## config.mk

```make
export PLATFORM = sky130hd
export DESIGN_NAME = pilot_valve_step_adjuster_top
export DESIGN_NICKNAME = d
export VERILOG_FILES = /design/src/pvsa_pkg.sv /design/src/pilot_valve_step_adjuster_top.sv
export SDC_FILE = /design/constraint.sdc
export NUM_CORES = 2
export LEC_CHECK = 0
export BUFFER_PORTS_ARGS = -buffer_cell sky130_fd_sc_hd__buf_2
export CAP_MARGIN = 20
export CORE_ASPECT_RATIO = 1.75
export CORE_UTILIZATION = 40
export CTS_BUF_LIST = sky130_fd_sc_hd__clkbuf_8
export DETAILED_ROUTE_END_ITERATION = 10
export PLACE_DENSITY = 0.57
export SETUP_SLACK_MARGIN = 0.2
export SLEW_MARGIN = 5
export SYNTH_ARGS = -nofsm -noshare
export SYNTH_HDL_FRONTEND = slang
export SYNTH_SLANG_ARGS = --single-unit
export TNS_END_PERCENT = 5
```

## constraint.sdc

```tcl
create_clock -name clock -period 13.4 [get_ports clock]
set_clock_uncertainty 0.15 [all_clocks]
set_input_delay 0.67 -clock clock [delete_from_list [all_inputs] [get_ports clock]]
set_output_delay 0.67 -clock clock [all_outputs]
set_load 0.03 [all_outputs]
```

## src/pvsa_pkg.sv

```systemverilog
package pvsa_pkg;

   // field and state widths
   localparam int unsigned SETPOINT_W = 16;
   localparam int unsigned SAMPLE_W   = 16;
   localparam int unsigned SUM_W      = 20;
   localparam int unsigned COUNT_W    = 4;
   localparam int unsigned TRIES_W    = 8;
   localparam int unsigned PPR_W      = 16;
   localparam int unsigned BAND_W     = 16;
   localparam int unsigned STEPS_W    = 16;
   localparam int unsigned STATUS_W   = 3;

   // error between downstream average and target
   localparam int unsigned DIFF_W = 18;
   localparam int unsigned ERR_W  = 17;

   // step scaling: steps = err * ppr / 500, capped at ppr once err reaches 500
   localparam logic [ERR_W-1:0] STEP_CAP_ERR = 17'd500;
   localparam int unsigned FINE_ERR_W = 9;
   localparam int unsigned PROD_W     = FINE_ERR_W + PPR_W;
   // ceil(2^34 / 500), exact for every product below 2^25
   localparam int unsigned STEP_SHIFT   = 34;
   localparam int unsigned STEP_RECIP_W = 26;
   localparam logic [STEP_RECIP_W-1:0] STEP_RECIP = 26'd34359739;
   localparam int unsigned STEP_FULL_W = PROD_W + STEP_RECIP_W;

   // register reset values
   localparam logic [PPR_W-1:0]   PPR_RESET   = 16'd2000;
   localparam logic [BAND_W-1:0]  BAND_RESET  = 16'd75;
   localparam logic [TRIES_W-1:0] TRIES_RESET = 8'd5;

   // command codes
   localparam logic CMD_START  = 1'b0;
   localparam logic CMD_SAMPLE = 1'b1;

   typedef enum logic [STATUS_W-1:0] {
      ST_MOVE      = 3'd0,
      ST_IN_BAND   = 3'd1,
      ST_TRIES_OUT = 3'd2,
      ST_UP_LOW    = 3'd3,
      ST_DOWN_LOW  = 3'd4
   } status_type;

   typedef enum logic [1:0] {
      REG_PPR   = 2'd0,
      REG_BAND  = 2'd1,
      REG_TRIES = 2'd2
   } reg_index_type;

   // evaluation result as it leaves the state stage
   typedef struct packed {
      status_type                   status;
      logic                         done;
      logic                         reverse;
      logic                         cap;
      logic [FINE_ERR_W-1:0]        err;
      logic signed [SAMPLE_W-1:0]   up_avg;
      logic signed [SAMPLE_W-1:0]   down_avg;
   } eval_type;

   // after the error times pulses product
   typedef struct packed {
      status_type                   status;
      logic                         done;
      logic                         reverse;
      logic                         cap;
      logic [PROD_W-1:0]            product;
      logic signed [SAMPLE_W-1:0]   up_avg;
      logic signed [SAMPLE_W-1:0]   down_avg;
   } scale_type;

   // final result
   typedef struct packed {
      status_type                   status;
      logic                         done;
      logic                         reverse;
      logic [STEPS_W-1:0]           steps;
      logic signed [SAMPLE_W-1:0]   up_avg;
      logic signed [SAMPLE_W-1:0]   down_avg;
   } result_type;

endpackage

```

## src/pilot_valve_step_adjuster_top.sv

```systemverilog
// Pilot valve step adjuster.
// Input stream (req_): tuser carries the command, 0 start with a new setpoint,
// 1 one upstream/downstream sample pair; tdata carries setpoint and samples.
// A start with a positive setpoint opens or restarts a session; after every
// SAMPLES_PER_CHECK sample pairs the averages are evaluated and one result
// transaction leaves on the rsp_ stream: a move (direction and steps) or the
// end of the session with its reason. Starts, partial rounds and samples
// outside a session give no result.
// Throughput: one input transaction per cycle, unless an evaluating item
// waits in the input register for stage 1. The session state (tries, sums,
// sample count) is updated as an item leaves the input register; the result
// then passes the evaluation, product and output registers to rsp_tvalid.
// Each stage holds its own valid bit; a stalled receiver fills the stages one
// by one, and req_tready falls only when the input register cannot move on.
// Reset clears the session, the pipeline and loads the register defaults
// (2000 pulses per rev, band 75, 5 tries). The csr_ APB port writes and reads
// the three registers at byte addresses 0, 4 and 8; pready is always high.
module pilot_valve_step_adjuster_top
   import pvsa_pkg::*;
#(
   parameter int unsigned SAMPLES_PER_CHECK = 3
) (
   input  logic        clock,
   input  logic        reset,
   // input stream
   input  logic        req_tvalid,
   output logic        req_tready,
   input  logic [47:0] req_tdata,  // setpoint, upstream_sample, downstream_sample
   input  logic        req_tuser,  // cmd
   // result stream
   output logic        rsp_tvalid,
   input  logic        rsp_tready,
   output logic [55:0] rsp_tdata,  // reverse, steps, upstream_avg, downstream_avg, zero fill
   output logic [3:0]  rsp_tuser,  // status, session_done
   // configuration
   input  logic        csr_psel,
   input  logic        csr_penable,
   input  logic        csr_pwrite,
   input  logic [3:0]  csr_paddr,
   input  logic [31:0] csr_pwdata,
   output logic [31:0] csr_prdata,
   output logic        csr_pready
);

   // reciprocal for the sample average, exact for magnitudes below 2^19
   localparam int unsigned MAG_W       = SUM_W - 1;
   localparam int unsigned RECIP_SHIFT = 24;
   localparam int unsigned RECIP_W     = RECIP_SHIFT + 1;
   localparam logic [63:0] RECIP_FULL  =
      ((64'd1 << RECIP_SHIFT) + 64'(SAMPLES_PER_CHECK) - 64'd1) / 64'(SAMPLES_PER_CHECK);
   localparam logic [RECIP_W-1:0] RECIP_MULT = RECIP_FULL[RECIP_W-1:0];
   localparam int unsigned AVG_PROD_W = MAG_W + RECIP_W;
   localparam logic [COUNT_W-1:0] ROUND_LEN = COUNT_W'(SAMPLES_PER_CHECK);

   // sum divided by the round length, truncated toward zero
   function automatic logic signed [SAMPLE_W-1:0] avg_of(input logic signed [SUM_W-1:0] sum);
      logic [SUM_W-1:0]      mag;
      logic [AVG_PROD_W-1:0] prod;
      logic [SUM_W-1:0]      quot;
      mag  = sum[SUM_W-1] ? SUM_W'(-sum) : SUM_W'(sum);
      prod = AVG_PROD_W'(mag[MAG_W-1:0]) * AVG_PROD_W'(RECIP_MULT);
      quot = prod[RECIP_SHIFT +: SUM_W];
      quot = sum[SUM_W-1] ? (~quot + 1'b1) : quot;
      return signed'(quot[SAMPLE_W-1:0]);
   endfunction

   // configuration registers
   logic [PPR_W-1:0]   ppr_ff;
   logic [BAND_W-1:0]  band_ff;
   logic [TRIES_W-1:0] max_tries_ff;
   logic               csr_write;
   reg_index_type      csr_index;

   // session state
   logic                       active_ff, active_in;
   logic signed [SETPOINT_W-1:0] target_ff, target_in;
   logic [TRIES_W-1:0]         tries_ff, tries_in;
   logic [COUNT_W-1:0]         count_ff, count_in;
   logic signed [SUM_W-1:0]    up_sum_ff, up_sum_in;
   logic signed [SUM_W-1:0]    down_sum_ff, down_sum_in;

   // input register
   logic                         s0_valid_ff, s0_valid_in;
   logic                         s0_cmd_ff;
   logic signed [SETPOINT_W-1:0] s0_setpoint_ff;
   logic signed [SAMPLE_W-1:0]   s0_up_ff;
   logic signed [SAMPLE_W-1:0]   s0_down_ff;
   logic                         s0_ready, s0_fire;

   // later stages
   logic       s1_valid_ff, s1_valid_in, s1_ready;
   eval_type   s1_ff, s1_in;
   logic       s2_valid_ff, s2_valid_in, s2_ready;
   scale_type  s2_ff, s2_in;
   logic       s3_valid_ff, s3_valid_in, s3_ready;
   result_type s3_ff, s3_in;

   // evaluation signals
   logic                       sample_go, eval_hit;
   logic [COUNT_W-1:0]         count_next;
   logic signed [SUM_W-1:0]    up_sum_next, down_sum_next;
   logic signed [SAMPLE_W-1:0] up_avg, down_avg;
   logic signed [DIFF_W-1:0]   diff;
   logic [ERR_W-1:0]           err;
   status_type                 status;
   logic [STEP_FULL_W-1:0]     step_full;

   // apb port
   assign csr_pready = 1'b1;
   assign csr_write  = csr_psel && csr_penable && csr_pwrite && csr_pready;
   assign csr_index  = reg_index_type'(csr_paddr[3:2]);

   always_comb begin
      case (csr_index)
         REG_PPR:   csr_prdata = 32'(ppr_ff);
         REG_BAND:  csr_prdata = 32'(band_ff);
         REG_TRIES: csr_prdata = 32'(max_tries_ff);
         default:   csr_prdata = 32'd0;
      endcase
   end

   always_ff @(posedge clock) begin
      if (reset) begin
         ppr_ff       <= PPR_RESET;
         band_ff      <= BAND_RESET;
         max_tries_ff <= TRIES_RESET;
      end else if (csr_write) begin
         case (csr_index)
            REG_PPR:   ppr_ff       <= csr_pwdata[PPR_W-1:0];
            REG_BAND:  band_ff      <= csr_pwdata[BAND_W-1:0];
            REG_TRIES: max_tries_ff <= csr_pwdata[TRIES_W-1:0];
            default: begin
            end
         endcase
      end
   end

   // round accumulation and evaluation of the item in the input register
   always_comb begin
      sample_go     = s0_valid_ff && (s0_cmd_ff == CMD_SAMPLE) && active_ff;
      count_next    = count_ff + 1'b1;
      eval_hit      = sample_go && (count_next == ROUND_LEN);
      up_sum_next   = up_sum_ff + SUM_W'(s0_up_ff);
      down_sum_next = down_sum_ff + SUM_W'(s0_down_ff);
      up_avg        = avg_of(up_sum_next);
      down_avg      = avg_of(down_sum_next);
      diff          = DIFF_W'(down_avg) - DIFF_W'(target_ff);
      err           = diff[DIFF_W-1] ? ERR_W'(-diff) : ERR_W'(diff);
      if (err < ERR_W'(band_ff)) begin
         status = ST_IN_BAND;
      end else if (tries_ff >= max_tries_ff) begin
         status = ST_TRIES_OUT;
      end else if (up_avg <= 0) begin
         status = ST_UP_LOW;
      end else if (down_avg <= 0) begin
         status = ST_DOWN_LOW;
      end else begin
         status = ST_MOVE;
      end
   end

   // input register handshake: items without a result never wait on stage 1
   assign s0_fire    = s0_valid_ff && (!eval_hit || s1_ready);
   assign s0_ready   = !s0_valid_ff || s0_fire;
   assign req_tready = s0_ready;
   assign s0_valid_in = s0_ready ? req_tvalid : s0_valid_ff;

   // session state update
   always_comb begin
      active_in   = active_ff;
      target_in   = target_ff;
      tries_in    = tries_ff;
      count_in    = count_ff;
      up_sum_in   = up_sum_ff;
      down_sum_in = down_sum_ff;
      if (s0_fire) begin
         if (s0_cmd_ff == CMD_START) begin
            if (s0_setpoint_ff > 0) begin
               active_in   = 1'b1;
               target_in   = s0_setpoint_ff;
               tries_in    = '0;
               count_in    = '0;
               up_sum_in   = '0;
               down_sum_in = '0;
            end
         end else if (sample_go) begin
            if (eval_hit) begin
               count_in    = '0;
               up_sum_in   = '0;
               down_sum_in = '0;
               if (status == ST_MOVE) begin
                  tries_in = tries_ff + 1'b1;
               end else begin
                  active_in = 1'b0;
               end
            end else begin
               count_in    = count_next;
               up_sum_in   = up_sum_next;
               down_sum_in = down_sum_next;
            end
         end
      end
   end

   always_ff @(posedge clock) begin
      if (reset) begin
         active_ff   <= 1'b0;
         target_ff   <= '0;
         tries_ff    <= '0;
         count_ff    <= '0;
         up_sum_ff   <= '0;
         down_sum_ff <= '0;
         s0_valid_ff <= 1'b0;
      end else begin
         active_ff   <= active_in;
         target_ff   <= target_in;
         tries_ff    <= tries_in;
         count_ff    <= count_in;
         up_sum_ff   <= up_sum_in;
         down_sum_ff <= down_sum_in;
         s0_valid_ff <= s0_valid_in;
      end
   end

   always_ff @(posedge clock) begin
      if (req_tvalid && s0_ready) begin
         s0_cmd_ff      <= req_tuser;
         s0_setpoint_ff <= signed'(req_tdata[15:0]);
         s0_up_ff       <= signed'(req_tdata[31:16]);
         s0_down_ff     <= signed'(req_tdata[47:32]);
      end
   end

   // stage 1: evaluation result
   assign s1_ready    = !s1_valid_ff || s2_ready;
   assign s1_valid_in = s1_ready ? (s0_fire && eval_hit) : s1_valid_ff;

   always_comb begin
      s1_in.status   = status;
      s1_in.done     = (status != ST_MOVE);
      s1_in.reverse  = (status == ST_MOVE) && !diff[DIFF_W-1];
      s1_in.cap      = (status == ST_MOVE) && (err >= STEP_CAP_ERR);
      s1_in.err      = (status == ST_MOVE) ? err[FINE_ERR_W-1:0] : '0;
      s1_in.up_avg   = up_avg;
      s1_in.down_avg = down_avg;
   end

   // stage 2: error times pulses per rev
   assign s2_ready    = !s2_valid_ff || s3_ready;
   assign s2_valid_in = s2_ready ? s1_valid_ff : s2_valid_ff;

   always_comb begin
      s2_in.status   = s1_ff.status;
      s2_in.done     = s1_ff.done;
      s2_in.reverse  = s1_ff.reverse;
      s2_in.cap      = s1_ff.cap;
      s2_in.product  = PROD_W'(s1_ff.err) * PROD_W'(ppr_ff);
      s2_in.up_avg   = s1_ff.up_avg;
      s2_in.down_avg = s1_ff.down_avg;
   end

   // stage 3: divide by 500 through the reciprocal, or take the cap
   assign s3_ready    = !s3_valid_ff || rsp_tready;
   assign s3_valid_in = s3_ready ? s2_valid_ff : s3_valid_ff;

   always_comb begin
      step_full      = STEP_FULL_W'(s2_ff.product) * STEP_FULL_W'(STEP_RECIP);
      s3_in.status   = s2_ff.status;
      s3_in.done     = s2_ff.done;
      s3_in.reverse  = s2_ff.reverse;
      s3_in.steps    = s2_ff.cap ? ppr_ff : step_full[STEP_SHIFT +: STEPS_W];
      s3_in.up_avg   = s2_ff.up_avg;
      s3_in.down_avg = s2_ff.down_avg;
   end

   always_ff @(posedge clock) begin
      if (reset) begin
         s1_valid_ff <= 1'b0;
         s2_valid_ff <= 1'b0;
         s3_valid_ff <= 1'b0;
      end else begin
         s1_valid_ff <= s1_valid_in;
         s2_valid_ff <= s2_valid_in;
         s3_valid_ff <= s3_valid_in;
      end
   end

   always_ff @(posedge clock) begin
      if (s1_ready) begin
         s1_ff <= s1_in;
      end
      if (s2_ready) begin
         s2_ff <= s2_in;
      end
      if (s3_ready) begin
         s3_ff <= s3_in;
      end
   end

   // result stream
   assign rsp_tvalid = s3_valid_ff;
   assign rsp_tuser  = {s3_ff.done, s3_ff.status};
   assign rsp_tdata  = {7'd0, s3_ff.down_avg, s3_ff.up_avg, s3_ff.steps, s3_ff.reverse};

   // an evaluation that ends the session leaves the session inactive
   a_end_clears_session: assert property (@(posedge clock) disable iff (reset)
      s0_fire && eval_hit && (status != ST_MOVE) |=> !active_ff)
      else $error("session still active after an ending evaluation");

   // a move counts exactly one try
   a_move_counts_try: assert property (@(posedge clock) disable iff (reset)
      s0_fire && eval_hit && (status == ST_MOVE) |=> tries_ff == $past(tries_ff) + 1'b1)
      else $error("try count not advanced by a move");

   // a capped move leaves with one full revolution of steps
   a_cap_steps: assert property (@(posedge clock) disable iff (reset)
      s2_valid_ff && s3_ready && s2_ff.cap |=> s3_valid_ff && (s3_ff.steps == ppr_ff))
      else $error("capped move without full revolution steps");

   // a stage 1 entry holds while stage 2 cannot take it
   a_s1_hold: assert property (@(posedge clock) disable iff (reset)
      s1_valid_ff && !s2_ready |=> s1_valid_ff && $stable(s1_ff))
      else $error("stage 1 entry lost during stall");

endmodule

```

==> results.yml <==
synthesis:
  yosys-top-cells-count: "inv_1, ha_1, fa_1"
  synth_area_leaders: "fa_1, ha_1, edfxtp_1"
  syn_area_um2: 41100
  synthCells: 4173
  yosys_warnings: 0
  synth_cell_types: 95
  synthArstFlopShare: 0
  synth.top_cell.area_share: 0.252
  synthFlopType: "edfxtp_1"
  synth_edf_count: 212
  yosysMostFrequentCell: "inv_1"
  ys_ff_latch: 325
  synth_area_per_cell_um2: 9.85
  yosysTopAreaCell: "fa_1"
  ys_seq_area_frac: 0.210
timing:
  drv_slew: 0
  setup_viol: 24
  slew-limit-headroom: 0.316
  rsz0062_at_grt: "yes"
  min_period_ps: 13830
  hold_viol: 0
  fin_ws_ps: -425
  max_freq_ghz: 0.0723
  worst_pin_slew_ps: 1020
  period_share: 1.03
setup_path:
  startpoint_type: "flip-flop"
  path_buf_inv: 7
  crit_slowest_cell: "fa_1"
  criticalPathCategory: "reg -> reg"
  worstPathMaxFanout: 8
  worstPathRequired_ps: 13660
  path_common_cell: "a21oi_2"
  crit_path_max_incr_delay_ps: 540
  path_delay_family: "compound AO/OA/AOI/OAI gates"
  arrival_ps: 14080
  end_kind: "flip-flop"
floorplan:
  start_util: 0.404
  die_w_um: 244
  die-area_um2: 104000
  ioPinCount: 187
  core_um2: 102000
  die_h_um: 426
  rows: 155
routing:
  first_pass_iters: 5
  drc: 0
  drt_iter0_markers: 1262
  viasPerCell: 5.04
  drt_wl_total_mm: 113
  ant_nets: 0
  via_count: 30700
  wl_per_cell_um: 18.6
global_route:
  antenna_found_initial: 2
  grt_max_degree: 64
  globalRouteOverflowTotal: 0
  met2_usage: 0.451
  track_usage: 0.222
  gr-usage-met1: 0.218
  met3_usage: 0.0232
  grt_pass1_wl_mm: 177
  grt_pass1_vias: 33300
  busiest_layer: "met2"
finish:
  n_fill_cell: 9732
  layout.nets: 5946
  utilization: 0.470
  layout-drive-gt1-share: 0.153
  area_growth_pct: 16.3
  regArea_um2: 8630
  multi_input_area_um2: 29200
flow_run:
  maxCapViolCount: 0
cts:
  cts_tree: "yes"
  cts.path.max_buffers: 3
  htreeDepth: 2
  clk_latency_ps: 660
  cts_made_buffers: 53
  cts_sinks: 325
  cts_root_buffer: "clkbuf_8"
  clkTransAtPathRegs_ps: 70
placed_design:
  port-buffer-count: 144
  gp_congestion: 0.912
  dp.final_hpwl_mm: 96.3
hold_path:
  hp-class: "in -> reg"
status:
  status: "complete, but fails checks"
  violations: "negative setup slack"
## layer usage
| metal | share of wire | wire (µm) |
|---|---|---|
| met1 | 0.34 | 38500 |
| met2 | 0.57 | 64600 |
| met3 | 0.033 | 3730 |
| met4 | 0.054 | 6150 |
| met5 | 0 | 0 |
## area by class of cell
class	count	area share
multi-input cells	2892	0.610
flip-flops and latches	325	0.180
repair buffers	570	0.0847
inverters	864	0.0679
well taps	1334	0.0349
clock buffers	54	0.0155
clock inverters	41	0.00639
diodes	2	0.000105
## repair_timing
item / CTS / global route
resized for setup: 32 / 5
pin swaps: 34 / 2
hold endpoints to repair: 42 / 0
setup buffers: 10 / 1
hold buffers: 42 / 0
setup endpoints to repair: 24 / 24
## state kept, by name (all words and copies together), names as in the netlist
name and count:
ppr_ff 16, active_ff 1, rsp_tdata 49, rsp_tvalid 1, s1_valid_ff 1, s0_down_ff 16
s2_valid_ff 1, rsp_tuser 4, s0_cmd_ff 1, s2_ff 63, down_sum_ff 20, s0_setpoint_ff 16
band_ff 16, s0_up_ff 16, s0_valid_ff 1, up_sum_ff 20, count_ff 4, max_tries_ff 8
s1_ff 47, target_ff 16, tries_ff 8
## metrics by stage
stage	area (µm²)	setup TNS (ps)	setup WS [ps]	instances	hold slack (ps)
after floorplan	41400	-8580	-481	4195	250
after global placement	46100	-20350	-957	5931	251
after detailed placement	46100	-24640	-1130	5932	255
after CTS	47800	-10520	-496	6079	2.15
after global routing	47800	-33520	-1470	6082	12.7
final	47800	-8900	-425	6082	58.9
## cells by family (layout without fill, tap and decap cells)
| family | after synthesis | count (layout) | share of synthesized area |
|---|---|---|---|
| muxes | 64 | 64 | 0.0159 |
| DFF | 325 | 325 | 0.210 |
| other | 2 | 26 | 0.000183 |
| xor gates and xnor gates | 182 | 182 | 0.0391 |
| adders and majority gates | 1148 | 1148 | 0.444 |
| buffers and inverters | 978 | 1529 | 0.0921 |
| AOI/OAI and AO/OA | 571 | 571 | 0.0918 |
| and+or+nand+nor | 903 | 903 | 0.107 |
## path summary, 6_finish.rpt
kind / startpoint / end / slack (ps) / depth (start not counted)
max: s0_down_ff[0]$_DFFE_PP_ / s1_ff[39]$_SDFFCE_PP0P_ / -430 / 67
min: req_tdata[5] / s0_setpoint_ff[5]$_DFFE_PP_ / 60 / 1
max reg2reg: s0_down_ff[0]$_DFFE_PP_ / s1_ff[39]$_SDFFCE_PP0P_ / -430 / 67
min reg2reg: s1_ff[19]$_DFFE_PP_ / s2_ff[19]$_DFFE_PP_ / 260 / 0
## cell usage in the layout, fill, tap and decap left out, drive strengths merged, types with 19 or more instances in the layout
| master | netlist | routed |
|---|---|---|
| nor3 | 67 | 67 |
| o21a | 27 | 27 |
| nand2b | 19 | 19 |
| o31ai | 21 | 21 |
| fa | 518 | 518 |
| buf | 32 | 528 |
| a22oi | 39 | 39 |
| nor2 | 219 | 219 |
| conb | 2 | 24 |
| and3 | 19 | 19 |
| inv | 864 | 881 |
| ha | 630 | 630 |
| or3 | 27 | 27 |
| clkbuf | 82 | 54 |
| nor2b | 29 | 29 |
| o21ai | 120 | 120 |
| a21oi | 170 | 170 |
| xnor2 | 125 | 125 |
| mux2i | 54 | 54 |
| nand4 | 30 | 30 |
| and2 | 83 | 83 |
| a21o | 55 | 55 |
| edfxtp | 212 | 212 |
| dlygate4sd3 | 0 | 42 |
| o21bai | 25 | 25 |
| nor4 | 19 | 19 |
| nand2 | 287 | 287 |
| xor2 | 57 | 57 |
| dfxtp | 113 | 113 |
| nand3 | 49 | 49 |
Power is left out: the tool's default activity adds up to more than one toggle a clock period on the data nets, which glitch-free logic cannot reach.
